### config.mk
export PLATFORM = sky130hd
export DESIGN_NAME = lwbo_core
export DESIGN_NICKNAME = d
export VERILOG_FILES = /design/src/hdl/longest_window_bounded_ones_unit_assert.svh /design/src/hdl/lwbo_pkg.sv /design/src/hdl/lwbo_core.sv
export SDC_FILE = /design/constraint.sdc
export NUM_CORES = 1
export LEC_CHECK = 0
export BUFFER_PORTS_ARGS = -buffer_cell sky130_fd_sc_hd__clkbuf_2
export CORE_UTILIZATION = 67
export DETAILED_ROUTE_END_ITERATION = 7
export PLACE_DENSITY = 0.95
export REMOVE_ABC_BUFFERS = 1
export SYNTH_ARGS = -nofsm -noshare
export SYNTH_HDL_FRONTEND = slang
export SYNTH_SLANG_ARGS = --single-unit
### constraint.sdc
create_clock -name clk -period 15.99 [get_ports clk]
set_input_delay 1.599 -clock clk [delete_from_list [all_inputs] [get_ports clk]]
set_output_delay 1.599 -clock clk [all_outputs]
set_load 0.02 [all_outputs]
### src/hdl/longest_window_bounded_ones_unit_assert.svh
// ----------------------------------------------------------------------------
// longest window bounded ones unit - assertion macros
// concurrent checks that fall away to nothing in synthesis
// ----------------------------------------------------------------------------
`ifndef LONGEST_WINDOW_BOUNDED_ONES_UNIT_ASSERT_SVH
`define LONGEST_WINDOW_BOUNDED_ONES_UNIT_ASSERT_SVH

`ifndef SYNTHESIS

`define LWBO_ASSERT_IMP(lbl, clk_i, rst_ni, ante, cons) \
	lbl: assert property (@(posedge clk_i) disable iff (!rst_ni) (ante) |-> (cons)) \
		else $error("assertion failed");

`define LWBO_ASSERT_NXT(lbl, clk_i, rst_ni, ante, cons) \
	lbl: assert property (@(posedge clk_i) disable iff (!rst_ni) (ante) |=> (cons)) \
		else $error("assertion failed");

`else

`define LWBO_ASSERT_IMP(lbl, clk_i, rst_ni, ante, cons)

`define LWBO_ASSERT_NXT(lbl, clk_i, rst_ni, ante, cons)

`endif

`endif

### src/hdl/lwbo_pkg.sv
// ----------------------------------------------------------------------------
// lwbo_pkg
// shared widths and the result word type of the window unit
// ----------------------------------------------------------------------------
package lwbo_pkg;

	localparam int TARGET_W    = 13;
	localparam int COUNT_W     = 13;
	localparam int S_TDATA_W   = 8;
	localparam int M_TDATA_W   = 16;

	typedef struct packed {
		logic               impossible;
		logic [COUNT_W-1:0] removed_count;
	} lwbo_result_t;

endpackage

### src/hdl/lwbo_core.sv
// ----------------------------------------------------------------------------
// lwbo_core
// two pointer window control: stores each element, drops front elements
// through the memory read port and keeps length, sum, best and total counts
// ----------------------------------------------------------------------------
module lwbo_core
	import lwbo_pkg::*;
#(
	parameter int MAX_LENGTH = 4096,
	parameter int AW         = 12
) (
	input  logic                clk,
	input  logic                arst_n,
	input  logic [TARGET_W-1:0] target,
	input  logic                in_valid,
	output logic                in_ready,
	input  logic                in_bit,
	input  logic                in_last,
	output logic                mem_we,
	output logic [AW-1:0]       mem_waddr,
	output logic                mem_wdata,
	output logic [AW-1:0]       mem_raddr,
	input  logic                mem_rdata,
	output logic                res_valid,
	input  logic                res_ready,
	output lwbo_result_t        res
);

	localparam int CW = $clog2(MAX_LENGTH + 1);
	localparam int SW = ((CW > TARGET_W) ? CW : TARGET_W) + 1;

	localparam logic [1:0] ST_IDLE = 2'd0;
	localparam logic [1:0] ST_DROP = 2'd1;
	localparam logic [1:0] ST_UPD  = 2'd2;

	logic [1:0]    state_q;
	logic [CW-1:0] front_q, back_q, sum_q, best_q, total_q;
	logic          bit_q, last_q, keep_q;

	logic          accept, keep_now, over_now, drop, fits, upd_go, impossible_n;
	logic [CW-1:0] front_inc, back_n, len_n, best_n, back_eff;

	assign in_ready  = (state_q == ST_IDLE);
	assign accept    = in_valid && in_ready;
	assign keep_now  = back_q < CW'(MAX_LENGTH);
	assign over_now  = ((SW'(sum_q) + SW'(in_bit)) > SW'(target)) && (front_q < back_q);
	assign drop      = ((SW'(sum_q) + SW'(bit_q)) > SW'(target)) && (front_q < back_q);
	assign front_inc = front_q + CW'(1);

	assign mem_we    = accept && keep_now;
	assign mem_waddr = back_q[AW-1:0];
	assign mem_wdata = in_bit;
	assign mem_raddr = (state_q == ST_DROP) ? front_inc[AW-1:0] : front_q[AW-1:0];

	// window update once the front is trimmed
	assign fits     = (SW'(sum_q) + SW'(bit_q)) <= SW'(target);
	assign back_n   = back_q + CW'(1);
	assign len_n    = back_n - front_q;
	assign best_n   = (keep_q && fits && (len_n > best_q)) ? len_n : best_q;
	assign back_eff = keep_q ? back_n : back_q;

	assign impossible_n      = SW'(total_q) < SW'(target);
	assign res.impossible    = impossible_n;
	assign res.removed_count = impossible_n ? '0 : COUNT_W'(back_eff - best_n);
	assign res_valid         = (state_q == ST_UPD) && last_q;
	assign upd_go            = (state_q == ST_UPD) && (!last_q || res_ready);

	always_ff @(posedge clk or negedge arst_n) begin
		if (!arst_n) begin
			state_q <= ST_IDLE;
			front_q <= '0;
			back_q  <= '0;
			sum_q   <= '0;
			best_q  <= '0;
			total_q <= '0;
			bit_q   <= 1'b0;
			last_q  <= 1'b0;
			keep_q  <= 1'b0;
		end else begin
			unique case (state_q)
				ST_IDLE: begin
					if (accept) begin
						bit_q  <= in_bit;
						last_q <= in_last;
						keep_q <= keep_now;
						if (keep_now) begin
							total_q <= total_q + CW'(in_bit);
						end
						state_q <= (keep_now && over_now) ? ST_DROP : ST_UPD;
					end
				end
				ST_DROP: begin
					if (drop) begin
						sum_q   <= sum_q - CW'(mem_rdata);
						front_q <= front_inc;
					end else begin
						state_q <= ST_UPD;
					end
				end
				ST_UPD: begin
					if (upd_go) begin
						if (last_q) begin
							front_q <= '0;
							back_q  <= '0;
							sum_q   <= '0;
							best_q  <= '0;
							total_q <= '0;
						end else if (keep_q) begin
							back_q <= back_n;
							if (fits) begin
								sum_q  <= sum_q + CW'(bit_q);
								best_q <= best_n;
							end else begin
								front_q <= back_n;
							end
						end
						state_q <= ST_IDLE;
					end
				end
				default: begin
					state_q <= ST_IDLE;
				end
			endcase
		end
	end

endmodule
## After elaboration in Yosys (flattened, before gate mapping)

Index checks and enable logic that the tools add are counted.

- Register bits: 70
- Bits of input ports: 20
- Output and inout bits: 42
- Word-level logic and storage cells: 89

- Add/sub/neg operators: 9
- Magnitude comparators: 7
- Equal/unequal tests: 11
- Multiplexer cells: 30
- Reductions and logical operators: 23

Operators with widths:

| cell | count |
|---|---|
| 13-bit two-way mux | 21 |
| 13-bit one-hot mux with 2 select lines | 3 |
| 13-bit by 1-bit adder with 14-bit output | 2 |
| 14-bit by 13-bit > comparator with 1-bit output | 2 |
| 13-bit by 1-bit adder with 13-bit output | 2 |
| 13-bit by 1-bit adder with 13-bit output (second input constant) | 2 |
| 13-bit < comparator | 2 |
| 13-bit subtractor | 2 |
| 5-bit AND reduction | 3 |
| 14-bit by 13-bit less-or-equal comparator with 1-bit output | 1 |
| 13-bit > comparator | 1 |
| 13-bit < comparator (second input constant) | 1 |
| 13-bit by 1-bit subtractor with 13-bit output | 1 |
| 12-bit two-way mux | 1 |
| 1-bit logical AND | 9 |
| 3-bit inequality test (second input constant) | 3 |
| 2-bit two-way mux | 4 |
| 2-bit inequality test (second input constant) | 4 |
| 2-bit nonzero test | 4 |
| 2-bit one-hot mux with 3 select lines | 1 |
| 2-bit by 1-bit inequality test with 1-bit output (second input constant) | 2 |
| 2-bit AND reduction | 2 |
| 4-bit AND reduction | 1 |
| 3-bit AND reduction | 1 |
| other kinds (5) | 5 |

## Logic depth before layout (Yosys ltp)

Gate-level depths: netlist of the first run.

- Depth after elaboration: 8
- Depth in mapped cells: 31
- Depth with buffers taken out: 29

## Worst setup path before layout of the first run

Ideal clock, no wire load.

- Path kind: register to output
- Start point: register back_q[2]
- End point: output res[12] in the netlist's numbering
- Arrival: 6279 ps
- Setup slack: 8112 ps
- Stages on the path, launching flop included: 31
- Path buffers: 3
- Cell sequence: dfrtp_1 -> clkbuf_1 -> nand3_1 -> nor4_1 -> and3_1 -> xnor2_1 -> ha_1 -> nand3_1 -> or3_1 -> a31oi_1 -> xnor2_1 -> inv_1 -> ha_1 -> nand4_1 -> nor3_1 -> a21boi_0 -> o21ai_0 -> or2_2 -> buf_2 -> buf_2 -> o21ai_0 -> ha_1 -> inv_1 -> fa_1 -> a211oi_1 -> nor2_1 -> o211ai_1 -> a31oi_1 -> xnor2_1 -> o211ai_1 -> a21oi_1

RTL lines:

| what | RTL line | source |
|---|---|---|
| start: declaration | lwbo_core.sv:37 | `logic [CW-1:0] front_q, back_q, sum_q, best_q, total_q;` |
| start signal: assignment | lwbo_core.sv:109 | `back_q <= back_n;` |
| end: declaration | lwbo_core.sv:26 | `output lwbo_result_t res` |

==> out/results.txt, run 1 <==
synthesized area per cell -> 8.146 µm²
dominant cell type by area after synthesis -> dfrtp_1
status -> complete, no violations
warnings from Yosys -> 0
Max Clock Freq -> 111.1 MHz
Synth Area in Simple Gates -> 0.1902
RSZ-0062 raised after global routing -> false
post-synthesis mux area share -> 0.02557
antenna violations before repair -> 0
predominant post-synthesis flop cell -> dfrtp_1
row count -> 38
Worst-Margin Slew -> 1.179 ns
Num CTS Buffers -> 9
Seq/Total Area, Yosys -> 0.2340
crit-path max cell delay -> 0.51 ns
largest family of logic cells by synthesized area -> compound AO/OA/AOI/OAI gates
Pleak -> 3.707 nW
post-detail-place hpwl -> 15,240 µm
Power Dens Cells -> 196.9 nW/µm²
post-CTS setup buffer count -> 0
post_cts resized -> 0
r2r worst-path depth -> 18
FF-to-FF setup slack -> 10.70 ns
post-synthesis adder-cell area fraction -> 0.1691
first-pass GRT wire length -> 33,250 µm
most numerous cell in the Yosys netlist -> ha_1
Yosys top cell area share -> 0.2340
Hold Path Sink -> bit_q$_DFFE_PN0P_
slowest cell on the critical path -> dfrtp_1
clk buf depth -> 2
Max VDD drop -> 0.2566 mV
Fillers -> 815
DRT antenna net count -> 0
Synth Cell Area -> 7486 µm²
number of port buffers -> 61
synthesized flop and latch total -> 70
final worst path period share -> 0.5628
Core Region -> 10,840 µm²
area growth from synthesis to layout -> 5.649%
Hold WC Path Type -> reg -> reg
vias -> 7,118
WL final -> 20,520 µm
First-pass DRT Iterations -> 5
synth top area cells -> dfrtp_1 (23%), ha_1 (16%), xnor2_1 (7.3%)
Die W -> 107.7 µm
hold buffers post-CTS -> 0
Synth Area in Compound Gates -> 0.2026
Final #Nets -> 1,058
Final setup viols -> 0
worst skew pair latency -> 0.39 ns
Die ar. -> 11,600 µm²
Arrival @ worst endpoint -> 7.40 ns
vias in the first global route -> 6,990
Crit Path Class -> reg -> out
Max Cap Viol -> 0
Diodes inserted -> 0
Mapped Cells -> 919
Fin Setup TNS -> 0 ns
DRT iter0 DRCs -> 775
CP endpoint kind -> output port
FF-to-FF Start -> back_q[0]$_DFFE_PN0P_
Synth async-reset ratio -> 1.000
Rel. slew slack -> 0.2110
layout cell share with drive strength beyond 1 -> 0.1188
commonest cells in the netlist -> ha_1 (98), nor2_1 (74), inv_1 (72)
Cell variety after synth -> 65
cell mode on critical path -> ha_1
clock-pin slew on the worst setup and hold paths -> 0.09 ns
largest net degree at the start of global routing -> 71
Worst Skew -> 0.01146 ns
IO Pins -> 62
CP Data Required Time -> 14.39 ns
area taken by multi-input logic gates -> 5156 µm²
Synth Area in XOR/XNOR -> 0.1006
final hold violations -> 0
GPL Wtd Cong -> 0.9807
Starting Density -> 0.6906
HP Start -> bit_q$_DFFE_PN0P_
Clk Tree Root Cell -> clkbuf_8
worst hold margin -> 0.5471 ns
Die Span Y -> 107.7 µm
EDFF count, synth -> 0
fin crit period -> 9.000 ns
r2r endpoint -> best_q[7]$_DFFE_PN0P_
drt via density -> 6.572
hold depth -> 1
Register Area -> 1752 µm²
clock sink total -> 70
grt ovf -> 0
routed wire length per instance -> 18.94 µm
DRC viols -> 0
nature of the critical path startpoint -> flop
H-tree levels -> 3
Slew Viols, Final -> 0
total track usage -> 0.3687
TritonCTS clock tree -> done
worst-path maximum fanout -> 19
-- flip-flops by register name, indices dropped and copies added, names as in the netlist --
| name | flops |
|---|---|
| last_q | 1 |
| back_q | 13 |
| bit_q | 1 |
| keep_q | 1 |
| front_q | 13 |
| best_q | 13 |
| total_q | 13 |
| state_q | 2 |
| sum_q | 13 |
-- placed cells by master, fill, tap and decap left out, types with 4 or more instances in the layout --
cell and n:
ha_1 98, nor2_1 73, inv_1 72, dfrtp_1 70, xnor2_1 62, clkbuf_2 60
nand2_1 59, a21oi_1 55, o21ai_0 46, nand3_1 37, nor3_1 31, xor2_1 24
a21o_1 17, o31ai_1 17, or3_1 16, nand4_1 15, a22o_1 13, and3_1 12
o22ai_1 10, a22oi_1 10, mux2i_1 9, mux2_2 9, clkbuf_8 9, o21a_1 8
nand2b_1 8, a211oi_1 8, o2bb2ai_1 8, or2_2 7, nor2b_1 6, o211ai_1 6
buf_4 6, a31oi_1 5, a32oi_1 4
-- cell type report --
class,count,share of cell area
inverter,72,0.03417
clock buffer,9,0.01566
timing repair buffer,67,0.04430
tap,140,0.02215
clock inverter,7,0.01028
sequential,70,0.2215
multi-input combinational,718,0.6520
-- power breakdown --
group / internal, mW / total [mW] / switching, mW
sequential: 0.219 / 0.294 / 0.0753
combinational: 0.449 / 1.11 / 0.656
clock: 0.0742 / 0.158 / 0.0840
-- cell families (layout without fill, tap and decap cells) --
logic type                 after synthesis  after routing
buffers and inverters                  131            155
muxes                                   18             18
adders and majority gates              100            100
AOI/OAI and AO/OA                      229            229
DFF                                     70             70
xor gates and xnor gates                86             86
and+or+nand+nor                        285            285
-- metrics by stage --
stage,util,total power [mW],cell area [µm²],instances,setup WS (ns)
6_report,0.7296,1.557,7909,1083,6.990
5_1_grt,0.7296,1.681,7909,1083,6.441
4_1_cts,0.7296,1.531,7909,1083,7.138
3_5_place_dp,0.7106,1.361,7704,1067,7.575
3_3_place_gp,0.7106,1.306,7704,1067,7.896
2_1_floorplan,-,1.084,7173,860,8.260
-- per-layer routing --
metal | wire (µm) | track usage | vias up | share of wire
met5 | 0 | 0 | - | 0
met3 | 1604 | 0.07264 | 91 | 0.078
li1 | - | - | 3312 | -
met2 | 10120 | 0.6429 | 375 | 0.49
met4 | 1012 | 0.2172 | 0 | 0.049
met1 | 7783 | 0.4155 | 3340 | 0.38
-- critical path: cells and delay by family (launching register included) --
kind | cells | cell delay, ns
AOI/OAI and AO/OA | 10 | 1.81
xor gates and xnor gates | 3 | 0.73
adders and majority gates | 5 | 1.51
buffers and inverters | 3 | 0.36
DFF | 1 | 0.51
and+or+nand+nor | 8 | 2.09
-- how the worst max path moves through the flow --
stage	from	end	slack, ns	depth (start not counted)
after floorplan	back_q[2]$_DFFE_PN0P_	res[12]	8.26	27
after global placement	back_q[2]$_DFFE_PN0P_	res[12]	7.90	28
after detailed placement	back_q[2]$_DFFE_PN0P_	res[12]	7.58	28
after CTS	back_q[0]$_DFFE_PN0P_	res[12]	7.14	29
after global routing	back_q[2]$_DFFE_PN0P_	res[12]	6.44	28
final	back_q[0]$_DFFE_PN0P_	res[12]	6.99	29
Note: power is estimated with default switching activity, not from simulation.
==> inputs of run 2 (changes only) <==
--- a/config.mk
+++ b/config.mk
@@ -6,9 +6,9 @@
 export NUM_CORES = 1
 export LEC_CHECK = 0
 export BUFFER_PORTS_ARGS = -buffer_cell sky130_fd_sc_hd__clkbuf_2
-export CORE_UTILIZATION = 67
+export CORE_UTILIZATION = 56
 export DETAILED_ROUTE_END_ITERATION = 7
-export PLACE_DENSITY = 0.95
+export PLACE_DENSITY = 0.88
 export REMOVE_ABC_BUFFERS = 1
 export SYNTH_ARGS = -nofsm -noshare
 export SYNTH_HDL_FRONTEND = slang
==> constraint.sdc (replaced) <==
create_clock -name clk -period 7.6 [get_ports clk]
set_input_delay 0.76 -clock clk [delete_from_list [all_inputs] [get_ports clk]]
set_output_delay 0.76 -clock clk [all_outputs]
set_load 0.02 [all_outputs]
==> run 2 against run 1 <==
- global-route usage shrank 8.2 points
- power grew 120%
- core utilization shrank 9.5 points
- final area rose by 2.9%
- non-clock buffer count up 5
- critical path depth fell by 1
- count of clock-buffer cells in the layout is 1 higher
- final cell count grew 3.4%
- worst setup slack got worse by 6.5 ns
- critical path type unchanged
- largest power group unchanged
==> out/results.txt, run 2 (synthesized netlist as in run 1, its figures left out) <==
status -> complete, no violations
worst hold margin -> 0.5416 ns (-0.005497 ns)
Final #Nets -> 1,063 (+0.47%)
clock sink total -> 70 (unchanged)
WL final -> 19,640 µm (-4.3%)
fin crit period -> 7.134 ns
Die ar. -> 13,830 µm² (+19%)
hold buffers post-CTS -> 0 (unchanged)
Post-Layout Inst Area -> 8135 µm² (+2.9%)
r2r worst-path depth -> 13 (-5)
CP Data Required Time -> 6.84 ns (-7.55 ns)
Worst Path Buf+Inv -> 2 (-1)
area growth from synthesis to layout -> 8.675%
routed wire length per instance -> 17.54 µm (-7.4%)
worst-path maximum fanout -> 11 (-8)
hold depth -> 1 (unchanged)
crit-path max cell delay -> 0.53 ns (+0.02 ns)
placed insts -> 1,102 (+3.3%)
Arrival @ worst endpoint -> 6.37 ns (-1.03 ns)
vias -> 7,057 (-0.86%)
FF-to-FF setup slack -> 2.78 ns (-7.92 ns)
total power -> 3.356 mW (+120%)
TritonCTS clock tree -> done
Worst-Margin Slew -> 1.109 ns (-0.06981 ns)
total track usage -> 0.2864 (-0.08233)
Hold WC Path Type -> reg -> reg
FF-to-FF Start -> sum_q[3]$_DFFE_PN0P_
final worst path period share -> 0.9386
Starting Density -> 0.5837 (-0.1069)
IO Pins -> 62 (unchanged)
Slew Viols, Final -> 0 (unchanged)
Clk Tree Root Cell -> clkbuf_16
Num CTS Buffers -> 9 (unchanged)
HP Start -> bit_q$_DFFE_PN0P_
first-pass GRT wire length -> 32,240 µm (-3.1%)
largest net degree at the start of global routing -> 71 (unchanged)
vias in the first global route -> 6,722 (-3.8%)
Worst path top cell family by delay -> compound AO/OA/AOI/OAI gates
antenna violations before repair -> 1 (+1)
Core Region -> 12,820 µm² (+18%)
nature of the critical path startpoint -> flop
Post-DP Area -> 7766 µm² (+0.81%)
commonest non-fill, non-tap cell in the layout -> ha_1
GPL Wtd Cong -> 0.9756 (-0.52%)
H-tree levels -> 3 (unchanged)
layout cell share with drive strength beyond 1 -> 0.1361 (+0.01731)
Pleak -> 3.784 nW (+2.1%)
Worst Skew -> 0.01092 ns (-0.0005406 ns)
Max VDD drop -> 0.3832 mV (+49%)
Final setup viols -> 0 (unchanged)
Crit Path Class -> reg -> out
DRC viols -> 0 (unchanged)
Power Dens Cells -> 412.5 nW/µm² (+110%)
CP Launch Point -> back_q[3]$_DFFE_PN0P_
worst skew pair latency -> 0.35 ns (-0.04 ns)
slowest cell on the critical path -> dfrtp_1
commonest non-fill, non-tap cells in the layout -> ha_1 (97), inv_1 (72), nor2_1 (72)
final hold violations -> 0 (unchanged)
DRT antenna net count -> 0 (unchanged)
Rel. slew slack -> 0.2577 (+0.04671)
grt ovf -> 0 (unchanged)
Die W -> 117.6 µm (+9.2%)
row count -> 41 (+7.9%)
Diodes inserted -> 0 (unchanged)
clk buf depth -> 2 (unchanged)
DRT iter0 DRCs -> 588 (-24%)
r2r endpoint -> front_q[5]$_DFFE_PN0P_
Hold Path Sink -> bit_q$_DFFE_PN0P_
Crit path depth -> 28 (-3.4%)
Max Clock Freq -> 140.2 MHz
clock-pin slew on the worst setup and hold paths -> 0.07 ns (-0.02 ns)
drt via density -> 6.301 (-4.1%)
Die Span Y -> 117.6 µm (+9.2%)
post-detail-place hpwl -> 14,750 µm (-3.2%)
Cell Count, Final, Fillers Out -> 1,120 (+3.4%)
number of port buffers -> 61 (unchanged)
Max Cap Viol -> 0 (unchanged)
CP endpoint kind -> output port
final core utilization -> 0.6343 (-0.09523)
First-pass DRT Iterations -> 5 (unchanged)
==> run 2: changes by cell type in the layout (fill, tap and decap cells not counted), sizes merged <==
| cell | delta |
|---|---|
| buf | +5 |
| clkinv | +2 |
| inv | -2 |
| bufinv | -1 |
| clkbuf | +1 |
==> run 2: worst max-delay path by stage <==
stage | slack (ns) | endpoint
detailed placement | 0.14 | res[12]
finish | 0.47 | res[12]
global route | -0.008 | res[12]
global placement | 0.55 | res[12]
floorplan | 0.71 | res[12]
CTS | 0.004 | res[12]
==> run 2: area by class of cell <==
type                    count  area (µm²)
multi-input cells         718        5225
fillers                  1074        4690
flip-flops and latches     70        1753
repair buffers             72       387.9
inverters                  72       270.3
clock buffers              10       239.0
well taps                 172       215.2
clock inverters             6       45.04
==> run 2: where the power goes <==
| group | switching (mW) | internal [mW] | leakage (nW) |
|---|---|---|---|
| logic | 1.35 | 0.979 | 2.73 |
| clock network | 0.181 | 0.231 | 0.131 |
| registers | 0.149 | 0.461 | 0.927 |
| total | 1.68 | 1.67 | 3.78 |
==> run 2: per-layer routing <==
| layer | vias to the layer above | routed length (µm) | track usage |
|---|---|---|---|
| li1 | 3320 | - | - |
| met1 | 3335 | 8123 | 0.3438 |
| met2 | 330 | 9443 | 0.4875 |
| met3 | 70 | 1322 | 0.05136 |
| met4 | 2 | 737 | 0.1482 |
| met5 | - | 14 | 0 |
==> run 2: metrics by stage <==
stage,TNS (ns),setup WS [ns]
2_1_floorplan,0,0.7093
3_3_place_gp,0,0.5513
3_5_place_dp,0,0.1444
4_1_cts,0,0.003880
5_1_grt,-0.007875,-0.007875
6_report,0,0.4665
==> run 2: repair_timing <==
action | in CTS | in global routing
resized for setup | 6 | 12
pin swaps | 1 | 3
setup endpoints to repair | 2 | 8
setup buffers | 1 | 1
==> inputs of run 3 (changes only) <==
--- a/config.mk
+++ b/config.mk
@@ -6,7 +6,9 @@
 export NUM_CORES = 1
 export LEC_CHECK = 0
 export BUFFER_PORTS_ARGS = -buffer_cell sky130_fd_sc_hd__clkbuf_2
-export CORE_UTILIZATION = 56
+export CELL_PAD_IN_SITES_DETAIL_PLACEMENT = 0
+export CELL_PAD_IN_SITES_GLOBAL_PLACEMENT = 1
+export CORE_UTILIZATION = 42
 export DETAILED_ROUTE_END_ITERATION = 7
 export PLACE_DENSITY = 0.88
 export REMOVE_ABC_BUFFERS = 1
==> run 3 against run 2 <==
- combinational power grew 2%
- critical endpoint unchanged
- final cell count grew 5.3%
- count of clock-buffer cells in the layout is the same
- via count shrank 4.5%
- non-clock buffer count grew 5
- core utilization shrank 15 points
- flip-flop and latch count is the same
- clock skew is essentially flat
- first-iteration DRC count shrank 41%
- register-to-register slack lost 0.05 ns
- routed wire length grew 3.1%
==> out/results.txt, run 3 (synthesized netlist as in run 1, its figures left out) <==
commonest non-fill, non-tap cells in the layout -> ha_1 (97), inv_1 (72), nor2_1 (71)
final hold violations -> 0 (unchanged)
worst-path maximum fanout -> 11 (unchanged)
Crit Path Class -> reg -> out
Arrival @ worst endpoint -> 6.53 ns (+0.16 ns)
Worst Path Buf+Inv -> 4 (+2)
clock-pin slew on the worst setup and hold paths -> 0.06 ns (about the same)
layout cell share with drive strength beyond 1 -> 0.1448 (+0.008730)
Worst-Margin Slew -> 1.153 ns (+0.04408 ns)
Post-Layout Inst Area -> 8334 µm² (+2.4%)
First-pass DRT Iterations -> 5 (unchanged)
Seq pwr share -> 0.175 (-0.007)
Final #Nets -> 1,068 (+0.47%)
antenna violations before repair -> 1 (unchanged)
row count -> 48 (+17%)
crit-path max cell delay -> 0.43 ns (-0.10 ns)
WL final -> 20,260 µm (+3.1%)
drt via density -> 5.713 (-9.3%)
vias -> 6,736 (-4.5%)
clock power share -> 0.147 (+0.024)
routed wire length per instance -> 17.18 µm (-2.0%)
area growth from synthesis to layout -> 11.33%
Die Span Y -> 135.5 µm (+15%)
grt ovf -> 0 (unchanged)
H-tree levels -> 3 (unchanged)
total track usage -> 0.2235 (-0.06286)
hold buffers post-CTS -> 0 (unchanged)
first-pass GRT wire length -> 32,090 µm (-0.47%)
fin crit period -> 7.294 ns (+0.1604 ns)
Pleak -> 3.862 nW (+2.1%)
Max VDD drop -> 0.3804 mV (-0.74%)
Slew Viols, Final -> 0 (unchanged)
vias in the first global route -> 6,399 (-4.8%)
Max Cap Viol -> 0 (unchanged)
Post-DP Area -> 7828 µm² (+0.79%)
share of power burned in combinational logic -> 0.678 (-0.017)
Num CTS Buffers -> 9 (unchanged)
FF-to-FF setup slack -> 2.73 ns (-0.05 ns)
Clk Tree Root Cell -> clkbuf_16
status -> complete, no violations
worst skew pair latency -> 0.36 ns (about the same)
Worst path top cell family by delay -> compound AO/OA/AOI/OAI gates
DRC viols -> 0 (unchanged)
largest net degree at the start of global routing -> 71 (unchanged)
DRT iter0 DRCs -> 344 (-41%)
Fillers -> 1,737 (+62%)
TritonCTS clock tree -> done
GPL Wtd Cong -> 0.8563 (-12%)
Core Region -> 17,360 µm² (+35%)
Die W -> 135.5 µm (+15%)
worst hold margin -> 0.5114 ns (-0.03018 ns)
number of port buffers -> 61 (unchanged)
Rel. slew slack -> 0.2282 (-0.02950)
clk buf depth -> 2 (unchanged)
clock sink total -> 70 (unchanged)
RSZ-0062 raised after global routing -> true
Sw Share -> 0.4844 (-0.01766)
final worst path period share -> 0.9597 (+0.02110)
nature of the critical path startpoint -> flop
total power -> 3.505 mW (+4.4%)
Cell Count, Final, Fillers Out -> 1,179 (+5.3%)
Switch Pwr -> 1.698 mW (+0.75%)
placed insts -> 1,154 (+4.7%)
Die ar. -> 18,360 µm² (+33%)
post-detail-place hpwl -> 15,310 µm (+3.7%)
Starting Density -> 0.4313 (-0.1524)
CP Data Required Time -> 6.84 ns (about the same)
P_int -> 1.807 mW (+8.1%)
Power Dens Cells -> 420.5 nW/µm² (+1.9%)
IO Pins -> 62 (unchanged)
Hold WC Path Type -> in -> async
Worst Skew -> 0.01122 ns (+0.0003017 ns)
slowest cell on the critical path -> dfrtp_1
Max Clock Freq -> 137.1 MHz (-2.2%)
CP endpoint kind -> output port
Final setup viols -> 0 (unchanged)
commonest non-fill, non-tap cell in the layout -> ha_1
DRT antenna net count -> 0 (unchanged)
-- run 3: changes by cell type in the layout (fill, tap and decap cells not counted), moves of 2 or more --
cell / change
nand3_2: +2
buf_4: +6
bufinv_16: +3
clkinvlp_4: -3
-- run 3: power groups by stage --
stage               clock network [mW]  logic, mW  registers [mW]
floorplan                            0       1.70           0.582
global placement                     0       2.22           0.610
detailed placement                   0       2.24           0.614
CTS                              0.522       2.27           0.608
global route                     0.534       2.65           0.627
finish                           0.514       2.38           0.614
-- run 3: worst paths after layout --
| kind | startpoint | end | depth (start not counted) |
|---|---|---|---|
| worst max-delay path | back_q[0]$_DFFE_PN0P_ | res[12] | 30 |
| worst min-delay path | arst_n | sum_q[5]$_DFFE_PN0P_ | 1 |
| worst max register to register | sum_q[0]$_DFFE_PN0P_ | front_q[4]$_DFFE_PN0P_ | 14 |
| worst min register to register | bit_q$_DFFE_PN0P_ | bit_q$_DFFE_PN0P_ | 1 |
| max in group asynchronous | arst_n | back_q[1]$_DFFE_PN0P_ | 1 |
| min in group clk | bit_q$_DFFE_PN0P_ | bit_q$_DFFE_PN0P_ | 1 |
-- run 3: what timing repair did --
action / 4_1_cts / 5_1_grt
gates resized for setup: 7 / 17
buffers inserted: 0 / 8
setup endpoints to repair: 3 / 8
pin swaps: 0 / 6
-- run 3: cell type report --
| class | instances | area (µm²) | area share |
|---|---|---|---|
| Multi-Input combinational cell | 718 | 5243 | 0.6290 |
| Sequential cell | 70 | 1754 | 0.2105 |
| Timing Repair Buffer | 77 | 427.9 | 0.05134 |
| Tap cell | 225 | 281.5 | 0.03378 |
| Inverter | 72 | 270.3 | 0.03243 |
| Clock buffer | 10 | 239.0 | 0.02867 |
| Clock inverter | 6 | 116.4 | 0.01396 |
| Antenna cell | 1 | 2.502 | 0.0003003 |
-- run 3: worst reg2reg max path: cells and delay by family (launching register included) --
family / cells / cell delay, ns
AO/OA/AOI/OAI: 5 / 2.02
XOR/XNOR: 1 / 0.18
flip-flops: 1 / 0.42
AND/OR/NAND/NOR: 5 / 1.16
adder cells (fa/ha/maj): 3 / 1.00
-- run 3: routing by layer --
| layer | wire (µm) | up-vias | GRT usage |
|---|---|---|---|
| li1 | - | 3333 | - |
| met1 | 9127 | 3233 | 0.2809 |
| met2 | 9972 | 148 | 0.3934 |
| met3 | 858 | 22 | 0.03554 |
| met4 | 300 | 0 | 0.06055 |
| met5 | 0 | - | 0 |
-- run 3: through the flow --
stage | utilization | setup WS (ns) | setup TNS, ns
3_5_place_dp | 0.4510 | 0.1548 | 0
2_1_floorplan | - | 0.7093 | 0
3_3_place_gp | 0.4510 | 0.4418 | 0
6_report | 0.4802 | 0.3061 | 0
4_1_cts | 0.4731 | 0.05592 | 0
5_1_grt | 0.4800 | -0.1623 | -0.1763
